==> src/rtl/rdft_pkg.sv <==
// shared types and constants for the receive descriptor frame tracker
package rdft_pkg;

  // ring depth default and descriptor status word layout
  localparam int RING_DEPTH_DEF = 4;
  localparam int OWN_BIT        = 31;
  localparam int LEN_LSB        = 16;
  localparam int LEN_MSB        = 29;
  localparam int FIRST_BIT      = 9;
  localparam int LAST_BIT       = 8;
  localparam int CRC_BYTES      = 4;

  // external field widths
  localparam int STATUS_W  = 32;
  localparam int LEN_W     = 14;
  localparam int IDX_OUT_W = 6;
  localparam int SEG_OUT_W = 7;
  localparam int IN_DATA_W  = 40;
  localparam int OUT_DATA_W = 48;

  // input op codes
  localparam logic OP_POLL    = 1'b0;
  localparam logic OP_RELEASE = 1'b1;

  // result kinds
  localparam logic KIND_POLL    = 1'b0;
  localparam logic KIND_RELEASE = 1'b1;

  // controller to datapath
  typedef struct packed {
    logic poll;       // poll beat accepted
    logic rel_start;  // release beat accepted with a frame pending
    logic rel_emit;   // write one released entry into the output register
  } rdft_cmd_t;

  // datapath to controller
  typedef struct packed {
    logic frame_pending;
    logic rel_final;  // next released entry closes the run
    logic out_free;   // output register can take a beat this cycle
  } rdft_status_t;

endpackage

==> src/rtl/rdft_ctrl.sv <==
// controller state machine: sequences poll answers and release runs
module rdft_ctrl import rdft_pkg::*; (
  input  logic         clk,
  input  logic         rst_n,
  input  logic         in_valid,
  input  logic         in_op,
  output logic         in_ready,
  input  rdft_status_t st,
  output rdft_cmd_t    cmd
);

  localparam logic ST_IDLE = 1'b0;
  localparam logic ST_REL  = 1'b1;

  logic state_r, state_nxt;
  logic accept;

  assign in_ready = (state_r == ST_IDLE) && st.out_free;
  assign accept   = in_valid && in_ready;

  always_comb begin
    cmd.poll      = accept && (in_op == OP_POLL);
    cmd.rel_start = accept && (in_op == OP_RELEASE) && st.frame_pending;
    cmd.rel_emit  = (state_r == ST_REL) && st.out_free;
  end

  always_comb begin
    state_nxt = state_r;
    unique case (state_r)
      ST_IDLE: begin
        if (cmd.rel_start) state_nxt = ST_REL;
      end
      ST_REL: begin
        if (cmd.rel_emit && st.rel_final) state_nxt = ST_IDLE;
      end
      default: state_nxt = ST_IDLE;
    endcase
  end

  always_ff @(posedge clk) begin
    if (!rst_n) begin
      state_r <= ST_IDLE;
    end else begin
      state_r <= state_nxt;
    end
  end

endmodule

==> src/rtl/rdft_dpath.sv <==
// datapath: ring tracking registers, release walker and output register
module rdft_dpath import rdft_pkg::*; #(
  parameter int RING_DEPTH = RING_DEPTH_DEF
) (
  input  logic                clk,
  input  logic                rst_n,
  input  rdft_cmd_t           cmd,
  output rdft_status_t        st,
  input  logic [STATUS_W-1:0] desc_status,
  input  logic                rx_buffer_unavailable,
  input  logic                out_ready,
  output logic                out_valid,
  output logic                out_kind,
  output logic                out_last,
  output logic                out_frame_ready,
  output logic [LEN_W-1:0]    out_frame_length,
  output logic [IDX_OUT_W-1:0] out_buffer_index,
  output logic [IDX_OUT_W-1:0] out_frame_desc_index,
  output logic [SEG_OUT_W-1:0] out_segment_total,
  output logic [IDX_OUT_W-1:0] out_released_index,
  output logic                out_resume_reception
);

  localparam int IDX_W = $clog2(RING_DEPTH);
  localparam int CNT_W = $clog2(RING_DEPTH + 1);
  localparam logic [IDX_W-1:0] IDX_TOP = IDX_W'(RING_DEPTH - 1);
  localparam logic [CNT_W-1:0] CNT_MAX = CNT_W'(RING_DEPTH);
  localparam logic [CNT_W-1:0] CNT_ONE = CNT_W'(1);
  localparam logic [LEN_W-1:0] CRC_LEN = LEN_W'(CRC_BYTES);

  function automatic logic [IDX_W-1:0] idx_inc(input logic [IDX_W-1:0] i);
    return (i == IDX_TOP) ? '0 : i + IDX_W'(1);
  endfunction

  // tracking state
  logic [IDX_W-1:0] ring_pos_r, ring_pos_nxt;
  logic [IDX_W-1:0] first_idx_r, first_idx_nxt;
  logic [IDX_W-1:0] last_idx_r, last_idx_nxt;
  logic [CNT_W-1:0] seg_cnt_r, seg_cnt_nxt;
  logic             pending_r, pending_nxt;

  // release walker
  logic [IDX_W-1:0] walk_idx_r, walk_idx_nxt;
  logic [CNT_W-1:0] walk_left_r, walk_left_nxt;
  logic             unavail_r, unavail_nxt;

  // output register
  logic                 out_valid_r, out_valid_nxt;
  logic                 kind_r, last_r, ready_r, resume_r;
  logic [LEN_W-1:0]     len_r;
  logic [IDX_W-1:0]     buf_r, fdesc_r, rel_r;
  logic [CNT_W-1:0]     tot_r;

  // poll decode
  logic             own, is_last, is_first, skip;
  logic [LEN_W-1:0] len_field;
  logic [CNT_W-1:0] cnt_up;
  logic             rel_fin;

  assign own       = desc_status[OWN_BIT];
  assign is_last   = desc_status[LAST_BIT];
  assign is_first  = desc_status[FIRST_BIT];
  assign len_field = desc_status[LEN_MSB:LEN_LSB];
  assign skip      = pending_r || own;
  assign cnt_up    = (seg_cnt_r < CNT_MAX) ? seg_cnt_r + CNT_ONE : CNT_MAX;
  assign rel_fin   = (walk_left_r == CNT_ONE);

  always_comb begin
    st.frame_pending = pending_r;
    st.rel_final     = rel_fin;
    st.out_free      = !out_valid_r || out_ready;
  end

  always_comb begin
    ring_pos_nxt  = ring_pos_r;
    first_idx_nxt = first_idx_r;
    last_idx_nxt  = last_idx_r;
    seg_cnt_nxt   = seg_cnt_r;
    pending_nxt   = pending_r;
    walk_idx_nxt  = walk_idx_r;
    walk_left_nxt = walk_left_r;
    unavail_nxt   = unavail_r;
    out_valid_nxt = out_valid_r && !out_ready;

    if (cmd.poll) begin
      out_valid_nxt = 1'b1;
      if (!skip) begin
        ring_pos_nxt = idx_inc(ring_pos_r);
        priority if (is_last) begin
          seg_cnt_nxt  = cnt_up;
          last_idx_nxt = ring_pos_r;
          pending_nxt  = 1'b1;
        end else if (is_first) begin
          first_idx_nxt = ring_pos_r;
          seg_cnt_nxt   = CNT_ONE;
        end else begin
          seg_cnt_nxt = cnt_up;
        end
      end
    end

    if (cmd.rel_start) begin
      walk_idx_nxt  = (seg_cnt_r > CNT_ONE) ? first_idx_r : last_idx_r;
      walk_left_nxt = seg_cnt_r;
      unavail_nxt   = rx_buffer_unavailable;
    end

    if (cmd.rel_emit) begin
      out_valid_nxt = 1'b1;
      walk_idx_nxt  = idx_inc(walk_idx_r);
      walk_left_nxt = walk_left_r - CNT_ONE;
      if (rel_fin) begin
        seg_cnt_nxt = '0;
        pending_nxt = 1'b0;
      end
    end
  end

  always_ff @(posedge clk) begin
    if (!rst_n) begin
      ring_pos_r  <= '0;
      first_idx_r <= '0;
      last_idx_r  <= '0;
      seg_cnt_r   <= '0;
      pending_r   <= 1'b0;
      walk_left_r <= '0;
      out_valid_r <= 1'b0;
    end else begin
      ring_pos_r  <= ring_pos_nxt;
      first_idx_r <= first_idx_nxt;
      last_idx_r  <= last_idx_nxt;
      seg_cnt_r   <= seg_cnt_nxt;
      pending_r   <= pending_nxt;
      walk_left_r <= walk_left_nxt;
      out_valid_r <= out_valid_nxt;
    end
  end

  always_ff @(posedge clk) begin
    walk_idx_r <= walk_idx_nxt;
    unavail_r  <= unavail_nxt;
  end

  // result payload, loaded only when a beat enters the output register
  always_ff @(posedge clk) begin
    if (cmd.poll) begin
      kind_r   <= KIND_POLL;
      last_r   <= 1'b0;
      resume_r <= 1'b0;
      rel_r    <= '0;
      ready_r  <= !skip && is_last;
      if (!skip && is_last) begin
        len_r   <= (len_field >= CRC_LEN) ? len_field - CRC_LEN : '0;
        buf_r   <= (cnt_up > CNT_ONE) ? first_idx_r : ring_pos_r;
        fdesc_r <= ring_pos_r;
        tot_r   <= cnt_up;
      end else begin
        len_r   <= '0;
        buf_r   <= '0;
        fdesc_r <= '0;
        tot_r   <= '0;
      end
    end else if (cmd.rel_emit) begin
      kind_r   <= KIND_RELEASE;
      last_r   <= rel_fin;
      resume_r <= rel_fin && unavail_r;
      rel_r    <= walk_idx_r;
      ready_r  <= 1'b0;
      len_r    <= '0;
      buf_r    <= '0;
      fdesc_r  <= '0;
      tot_r    <= '0;
    end
  end

  assign out_valid            = out_valid_r;
  assign out_kind             = kind_r;
  assign out_last             = last_r;
  assign out_frame_ready      = ready_r;
  assign out_frame_length     = len_r;
  assign out_buffer_index     = IDX_OUT_W'(buf_r);
  assign out_frame_desc_index = IDX_OUT_W'(fdesc_r);
  assign out_segment_total    = SEG_OUT_W'(tot_r);
  assign out_released_index   = IDX_OUT_W'(rel_r);
  assign out_resume_reception = resume_r;

endmodule

==> src/rtl/rx_descriptor_frame_tracker_core.sv <==
// top level of the receive descriptor ring frame tracker
// usage:
// - input stream: in_tuser selects a poll of the descriptor at the current
//   ring position or a release of the pending frame; in_tdata carries the
//   descriptor status word and the buffer-unavailable flag
// - result stream: out_tuser gives the beat kind, out_tlast closes a
//   release run; every poll gives exactly one beat, a release gives one beat
//   per descriptor of the frame, a release with no frame pending gives none
// - order: a poll answer sits in the output register in the cycle after the
//   input beat is taken; a release run starts once the controller is in its
//   release state and the output register is free; polls go back to back
// - throughput: a release holds in_tready low while the walker emits one entry
//   per cycle the receiver takes, so the release walk sets the rate
// - the next input beat is taken while a poll answer still waits in the
//   output register, as long as the receiver takes it in the same cycle
// - receiver stall: the output register holds its beat and the walker
//   and input side wait; nothing is dropped
// - reset (rst_n low, synchronous) puts the ring at descriptor zero with
//   no frame pending and empties the output register
module rx_descriptor_frame_tracker_core import rdft_pkg::*; #(
  parameter int RING_DEPTH = RING_DEPTH_DEF
) (
  input  logic                  clk,
  input  logic                  rst_n,
  input  logic                  in_tvalid,
  output logic                  in_tready,
  input  logic [IN_DATA_W-1:0]  in_tdata,   // [31:0] desc_status, [32] rx_buffer_unavailable
  input  logic [0:0]            in_tuser,   // [0] op
  output logic                  out_tvalid,
  input  logic                  out_tready,
  output logic [OUT_DATA_W-1:0] out_tdata,  // [0] frame_ready, [14:1] frame_length,
                                            // [20:15] buffer_index, [26:21] frame_desc_index,
                                            // [33:27] segment_total, [39:34] released_index,
                                            // [40] resume_reception
  output logic [0:0]            out_tuser,  // [0] kind
  output logic                  out_tlast
);

  rdft_cmd_t    cmd;
  rdft_status_t st;

  logic                 frame_ready;
  logic [LEN_W-1:0]     frame_length;
  logic [IDX_OUT_W-1:0] buffer_index;
  logic [IDX_OUT_W-1:0] frame_desc_index;
  logic [SEG_OUT_W-1:0] segment_total;
  logic [IDX_OUT_W-1:0] released_index;
  logic                 resume_reception;
  logic                 kind;

  rdft_ctrl u_ctrl (
    .clk      (clk),
    .rst_n    (rst_n),
    .in_valid (in_tvalid),
    .in_op    (in_tuser[0]),
    .in_ready (in_tready),
    .st       (st),
    .cmd      (cmd)
  );

  rdft_dpath #(
    .RING_DEPTH (RING_DEPTH)
  ) u_dpath (
    .clk                   (clk),
    .rst_n                 (rst_n),
    .cmd                   (cmd),
    .st                    (st),
    .desc_status           (in_tdata[STATUS_W-1:0]),
    .rx_buffer_unavailable (in_tdata[STATUS_W]),
    .out_ready             (out_tready),
    .out_valid             (out_tvalid),
    .out_kind              (kind),
    .out_last              (out_tlast),
    .out_frame_ready       (frame_ready),
    .out_frame_length      (frame_length),
    .out_buffer_index      (buffer_index),
    .out_frame_desc_index  (frame_desc_index),
    .out_segment_total     (segment_total),
    .out_released_index    (released_index),
    .out_resume_reception  (resume_reception)
  );

  // pack result fields from the lowest bit up, pad to whole bytes
  assign out_tuser = kind;
  assign out_tdata = {7'b0, resume_reception, released_index, segment_total,
                      frame_desc_index, buffer_index, frame_length, frame_ready};

  // while a non-final release entry is held the run is open, so no input is taken
  a_run_blocks_input: assert property (@(posedge clk) disable iff (!rst_n)
    out_tvalid && (kind == KIND_RELEASE) && !out_tlast |-> !in_tready)
    else $error("input taken in the middle of a release run");

  // poll answers never carry release fields
  a_poll_clean: assert property (@(posedge clk) disable iff (!rst_n)
    out_tvalid && (kind == KIND_POLL) |->
      !out_tlast && !resume_reception && (released_index == '0))
    else $error("poll answer carries release fields");

  // resume request only on the closing entry of a run
  a_resume_on_last: assert property (@(posedge clk) disable iff (!rst_n)
    out_tvalid && resume_reception |-> out_tlast && (kind == KIND_RELEASE))
    else $error("resume outside the closing release entry");

  // a reported frame always spans at least one descriptor
  a_frame_has_segments: assert property (@(posedge clk) disable iff (!rst_n)
    out_tvalid && frame_ready |-> (segment_total != '0) && (kind == KIND_POLL))
    else $error("frame reported with zero segments");

endmodule
==> config.mk <==
export PLATFORM = sky130hd
export DESIGN_NAME = rx_descriptor_frame_tracker_core
export DESIGN_NICKNAME = d
export VERILOG_FILES = /design/src/rtl/rdft_pkg.sv /design/src/rtl/rdft_ctrl.sv /design/src/rtl/rdft_dpath.sv /design/src/rtl/rx_descriptor_frame_tracker_core.sv
export SDC_FILE = /design/constraint.sdc
export NUM_CORES = 1
export LEC_CHECK = 0
export ABC_AREA = 1
export BUFFER_PORTS_ARGS = -buffer_cell sky130_fd_sc_hd__clkbuf_2
export CAP_MARGIN = 10
export CORE_MARGIN = 1.5
export CORE_UTILIZATION = 44
export DETAILED_ROUTE_END_ITERATION = 12
export GPL_TIMING_DRIVEN = 0
export PLACE_DENSITY = 0.76
export SKIP_LAST_GASP = 1
export SLEW_MARGIN = 20
export SYNTH_ARGS = -nofsm -noshare
export SYNTH_HDL_FRONTEND = slang
export SYNTH_SLANG_ARGS = --single-unit
==> constraint.sdc <==
create_clock -name clk -period 1.45 [get_ports clk]
set_input_delay 0.0725 -clock clk [delete_from_list [all_inputs] [get_ports clk]]
set_output_delay 0.0725 -clock clk [all_outputs]
set_load 0.02 [all_outputs]
# Word-level counts from Yosys, hierarchy flattened
# Cells that the tools add are included.
# classes
eq_ne	3
reduce_logical	20
n_lt_le_gt_ge	4
addsub	5
muxes	39
bitwise	4
# op_table
op	count
$mux 14	4
$mux 3	12
$mux 2	11
$ge 14x3->1 const B	1
$sub 14x3->14 const B	1
$mux 1	11
$logic_and 1x1->1	10
$gt 3x1->1 const B	2
$add 2x1->2 const B	2
$eq 2x2->1 const B	2
$not 1->1	4
$reduce_and 4->1	1
$reduce_bool 2->1	2
$add 3x1->3 const B	1
$eq 3x1->1 const B	1
$logic_not 1->1	3
$lt 3x3->1 const B	1
$reduce_and 3->1	1
$sub 3x1->3 const B	1
$logic_or 1x1->1	2
$pmux 1 s2	1
$reduce_and 2->1	1
# totals
out_inout_bits	52
input_bits	45
reg_bits	45
wordCells	94

# Logic depth before layout (Yosys ltp)
# depth
word_depth	8
depth_mapped	9
depth_no_buf	8

# Hierarchy
# Synthesis repeated with hierarchy kept, for this count alone.
# hier_totals
cells_unflattened	290
hier_area_um2	2461.1
# by_module_without_submodules
mod	n_inst	seq_area_each_um2	area_per_inst_um2	cells_each
rdft_dpath	1	1131.1	2298.5	265
rdft_ctrl	1	20.0	91.3	15
rx_descriptor_frame_tracker_core	1	0.0	71.3	10

# Least setup slack after synthesis
# No wires, ideal clock.
# synth_timing
path_type	register to register
from	register u_dpath.out_valid_r, in the netlist u_dpath.out_valid
to	register u_dpath.buf_r[0], enable pin
arrival_ps	1241
path_stages_with_launch	5
setup_time_ps	410
required_ps	1040
n_path_buf	1
synth_period_minus_slack_ps	1652
path_slack_ps	-202
path_cell_list	dfxtp_1 -> nand2_2 -> nand2_1 -> buf_2 -> nand2_1
# synth_between
elab_chain_len	6
elab_cells_between_ends	7
classes_between	7 x reduce/logical
# synth_lines
item	line	text
start: declaration	rdft_dpath.sv:48	logic out_valid_r, out_valid_nxt;
start signal: assignment	rdft_dpath.sv:135	out_valid_r <= out_valid_nxt;
$logic_not 1->1 *	rdft_dpath.sv:71	st.out_free = !out_valid_r || out_ready;
$logic_or 1x1->1 *	rdft_dpath.sv:71	
$logic_and 1x1->1	rdft_ctrl.sv:18	assign in_ready = (state_r == ST_IDLE) && st.out_free;
$logic_and 1x1->1	rdft_ctrl.sv:19	assign accept = in_valid && in_ready;
$logic_and 1x1->1	rdft_ctrl.sv:22	cmd.poll = accept && (in_op == OP_POLL);
$reduce_bool 2->1 (no line) *	n/a	
end signal: assignment	rdft_dpath.sv:154	buf_r <= (cnt_up > CNT_ONE) ? first_idx_r : ring_pos_r;
end: declaration	rdft_dpath.sv:51	logic [IDX_W-1:0] buf_r, fdesc_r, rel_r;
# Mark *: on every way between the ends. The rest lies on a longest branch, timed or not.
# A chain may end at the register's enable or synchronous reset.

# Worst setup path after layout
# layout_timing
from	register u_dpath.out_valid_r, in the netlist u_dpath.out_valid
to	register u_dpath.tot_r[2], enable pin
# layout_between
elab_chain_len	6
elab_cells_between_ends	7
classes_between	7 x reduce/logical
# layout_lines
item	line	text
$logic_not 1->1 *	rdft_dpath.sv:71	
$logic_or 1x1->1 *	rdft_dpath.sv:71	
$logic_and 1x1->1	rdft_ctrl.sv:18	
$logic_and 1x1->1	rdft_ctrl.sv:19	
$logic_and 1x1->1	rdft_ctrl.sv:22	
$reduce_bool 2->1 (no line) *	n/a	
end signal: assignment	rdft_dpath.sv:156	tot_r <= cnt_up;
end: declaration	rdft_dpath.sv:52	logic [CNT_W-1:0] tot_r;
# Marks and branches as above.

==> impl_metrics.yaml <==
run_status:
  status: "finished clean"
route:
  drtPass1Iterations: 4
  routed_wl_microns: 4540
  drt-initial-drc-count: 72
  vias_per_cell: 4.47
  ant_nets: 0
  dr_total_vias: 1975
  wl_per_cell_microns: 10.3
  route.detailed.drc: 0
power:
  power.density_mw_per_mm2: 884
  p_leak_nw: 1.49
  finalPower_mw: 2.74
  vdd_ir_drop_max_mv: 0.468
logic_synthesis:
  yosysWarnings: 0
  ys_seq_area_share_pct: 45.7
  synth_area_leaders: "edfxtp_1 (30%), dfxtp_1 (16%), buf_4 (7.5%)"
  yosys.area.top_type: "edfxtp_1"
  synth_area_per_cell_sq_um: 8.80
  syn-cell-area_sq_mm: 0.00252
  synth_edf_count: 25
  async_flop_share_pct: 0
  synth_cell_types: 32
  netlist.area_leader.share_pct: 29.8
  ys.flop_type: "edfxtp_1"
  syn_inst: 286
  synth-seq-cells: 45
floorplan:
  die_x_microns: 78.6
  initial_core_util_pct: 45.7
  core_area_sq_mm: 0.00551
  die-area_sq_mm: 0.00618
  std_cell_rows: 27
  die_h_microns: 78.6
  ioPinCount: 97
placement:
  gp_congestion: 0.815
  hpwl_microns: 3600
  numPortBuffers: 51
worst_setup_path:
  critPathCaptureType: "register"
  max_stage_delay_ns: 0.38
  critical_path_required_ns: 1.44
  rr_worst_depth: 4
  cp_slowest_cell: "dfxtp_1"
  path_cells: "nand2_2 > nand2_1 > buf_2 > nand2_4"
  arrival_ns: 1.34
  startpoint_type: "register"
  r2r-start: "u_dpath.out_valid"
  r2r_end: "u_dpath.tot_r[2]"
  reg2reg_slack_ns: 0.11
  worstSetupPathType: "reg2reg"
  critPathMaxFanout: 22
clock_tree:
  cts_root_buf: "clkbuf_8"
  path_clk_slew_ns: 0.08
  cts_tree: "yes"
  clock-sinks: 45
  cts_buffer_depth: 2
  cts_buffers: 5
  cts-htree-levels: 2
  clk_latency_ns: 0.30
sta:
  rsz0062_at_grt: "false"
  fin_crit_sh_pct: 92.5
  fin_crit_ns: 1.34
  setup_viol: 0
  skew_ns: 0.00948
  max_freq_mhz: 746
  hold_viol: 0
  final-max-slew-violation-count: 0
  whs_ns: 0.0252
  final.setup.tns_ns: 0
final_layout:
  antenna_cells: 0
  fin_nets: 421
  syn2layout_area_growth_pct: 23.3
  final_common_cell: "clkbuf_2"
  final_cell_mix: "clkbuf_2 (51), nand2_1 (48), inv_1 (36), nor2_1 (30), buf_4 (27)"
  final_layout_size_suffix_gt1_share_pct: 32.2
worst_hold_path:
  hold_depth: 3
  min_to: "u_dpath.first_idx_r[0]"
  hold_path.class: "in2reg"
  min_from: "rst_n"
flow_run:
  cap_violations: 0
global_route:
  antenna_found_initial: 0
  grt_use_total_pct: 15.0
  grt_max_degree: 23
  grt_pass1_vias: 1768
  grt_pass1_wl_microns: 7440
  overflow: 0
[cells in the mapped netlist, drive strengths merged (2+ instances only)]
master,number
edfxtp,25
nand3,19
a31oi,2
buf,28
nand2,52
o21ai,10
nor3,5
ha,7
xor2,6
nand4,3
nor2,47
dfxtp,20
inv,38
xnor2,2
a21oi,16
[registers in the layout, indices dropped and copies added (netlist names)]
| signal | count |
|---|---|
| u_dpath.out_resume_reception | 1 |
| u_dpath.pending_r | 1 |
| u_dpath.out_frame_length | 14 |
| u_dpath.out_frame_ready | 1 |
| u_dpath.out_kind | 1 |
| u_dpath.out_valid | 1 |
| u_dpath.first_idx_r | 2 |
| u_dpath.last_idx_r | 2 |
| u_dpath.walk_left_r | 3 |
| u_dpath.buf_r | 2 |
| u_dpath.ring_pos_r | 2 |
| u_dpath.seg_cnt_r | 3 |
| u_dpath.unavail_r | 1 |
| u_dpath.walk_idx_r | 2 |
| u_dpath.out_last | 1 |
| u_ctrl.state_r | 1 |
| u_dpath.tot_r | 3 |
| u_dpath.rel_r | 2 |
| u_dpath.fdesc_r | 2 |
[worst max path at each step]
stage	from	endpoint	slack (ns)	cells past startpoint
final	u_dpath.out_valid	u_dpath.tot_r[2]	0.11	4
after global routing	u_dpath.out_valid	u_dpath.buf_r[1]	0.0002	4
after CTS	u_dpath.out_valid	u_dpath.tot_r[0]	0.01	5
after detailed placement	in_tdata[18]	u_dpath.out_frame_length[4]	-0.14	9
after global placement	in_tdata[18]	u_dpath.out_frame_length[4]	-0.11	9
after floorplan	u_dpath.out_valid	u_dpath.buf_r[0]	-0.0008	4
[cell type report]
cell class | count | area, sq um
Buffer | 29 | 221
Clock buffer | 8 | 115
Fill cell | 498 | 2400
Inverter | 38 | 143
Multi-Input combinational cell | 196 | 1100
Sequential cell | 45 | 1150
Tap cell | 72 | 90.1
Timing Repair Buffer | 54 | 280
[kinds of logic (layout without fill, tap and decap cells)]
logic type / Yosys count / after routing / share of synthesized area (%)
fa+ha+maj: 7 / 7 / 3.48
simple gates: 128 / 128 / 27.1
xor+xnor: 8 / 8 / 2.78
compound gates: 30 / 30 / 6.32
buf+inv: 67 / 129 / 14.5
other cells: 1 / 23 / 0.149
flops: 45 / 45 / 45.7
[power breakdown]
part / total [mW] / switching, mW / internal (mW)
registers: 1.41 / 0.0215 / 1.39
clock network: 0.919 / 0.407 / 0.511
logic: 0.418 / 0.271 / 0.147
[per-layer routing]
metal | global-route usage [%] | wire [microns] | vias up
met5 | 0 | 0 | -
met4 | 5.00 | 75 | 0
met3 | 2.67 | 229 | 7
met2 | 25.8 | 2220 | 52
met1 | 19.0 | 2020 | 881
li1 | - | - | 1035
[what timing repair did]
item	4_1_cts	5_1_grt
endpoints found under the setup margin	22	31
gates resized for setup	1	2
hold buffers	1	0
setup buffers	0	2
endpoints found under the hold margin	1	0
[critical path, delay by kind of cell, from the launching register on]
kind / cells / cell delay [ns]
simple gates: 3 / 0.42
flops: 1 / 0.38
buf+inv: 1 / 0.24
[through the flow]
stage	area (sq um)	utilization [%]	setup WS, ns	std cells
final	3100	56.4	0.109	442
after global routing	3100	56.4	0.000233	442
after CTS	3080	55.9	0.00976	440
after detailed placement	2950	53.6	-0.138	431
after global placement	2950	53.6	-0.115	431
after floorplan	2610	-	-0.000767	308
Power figures use the tool's default switching activity.
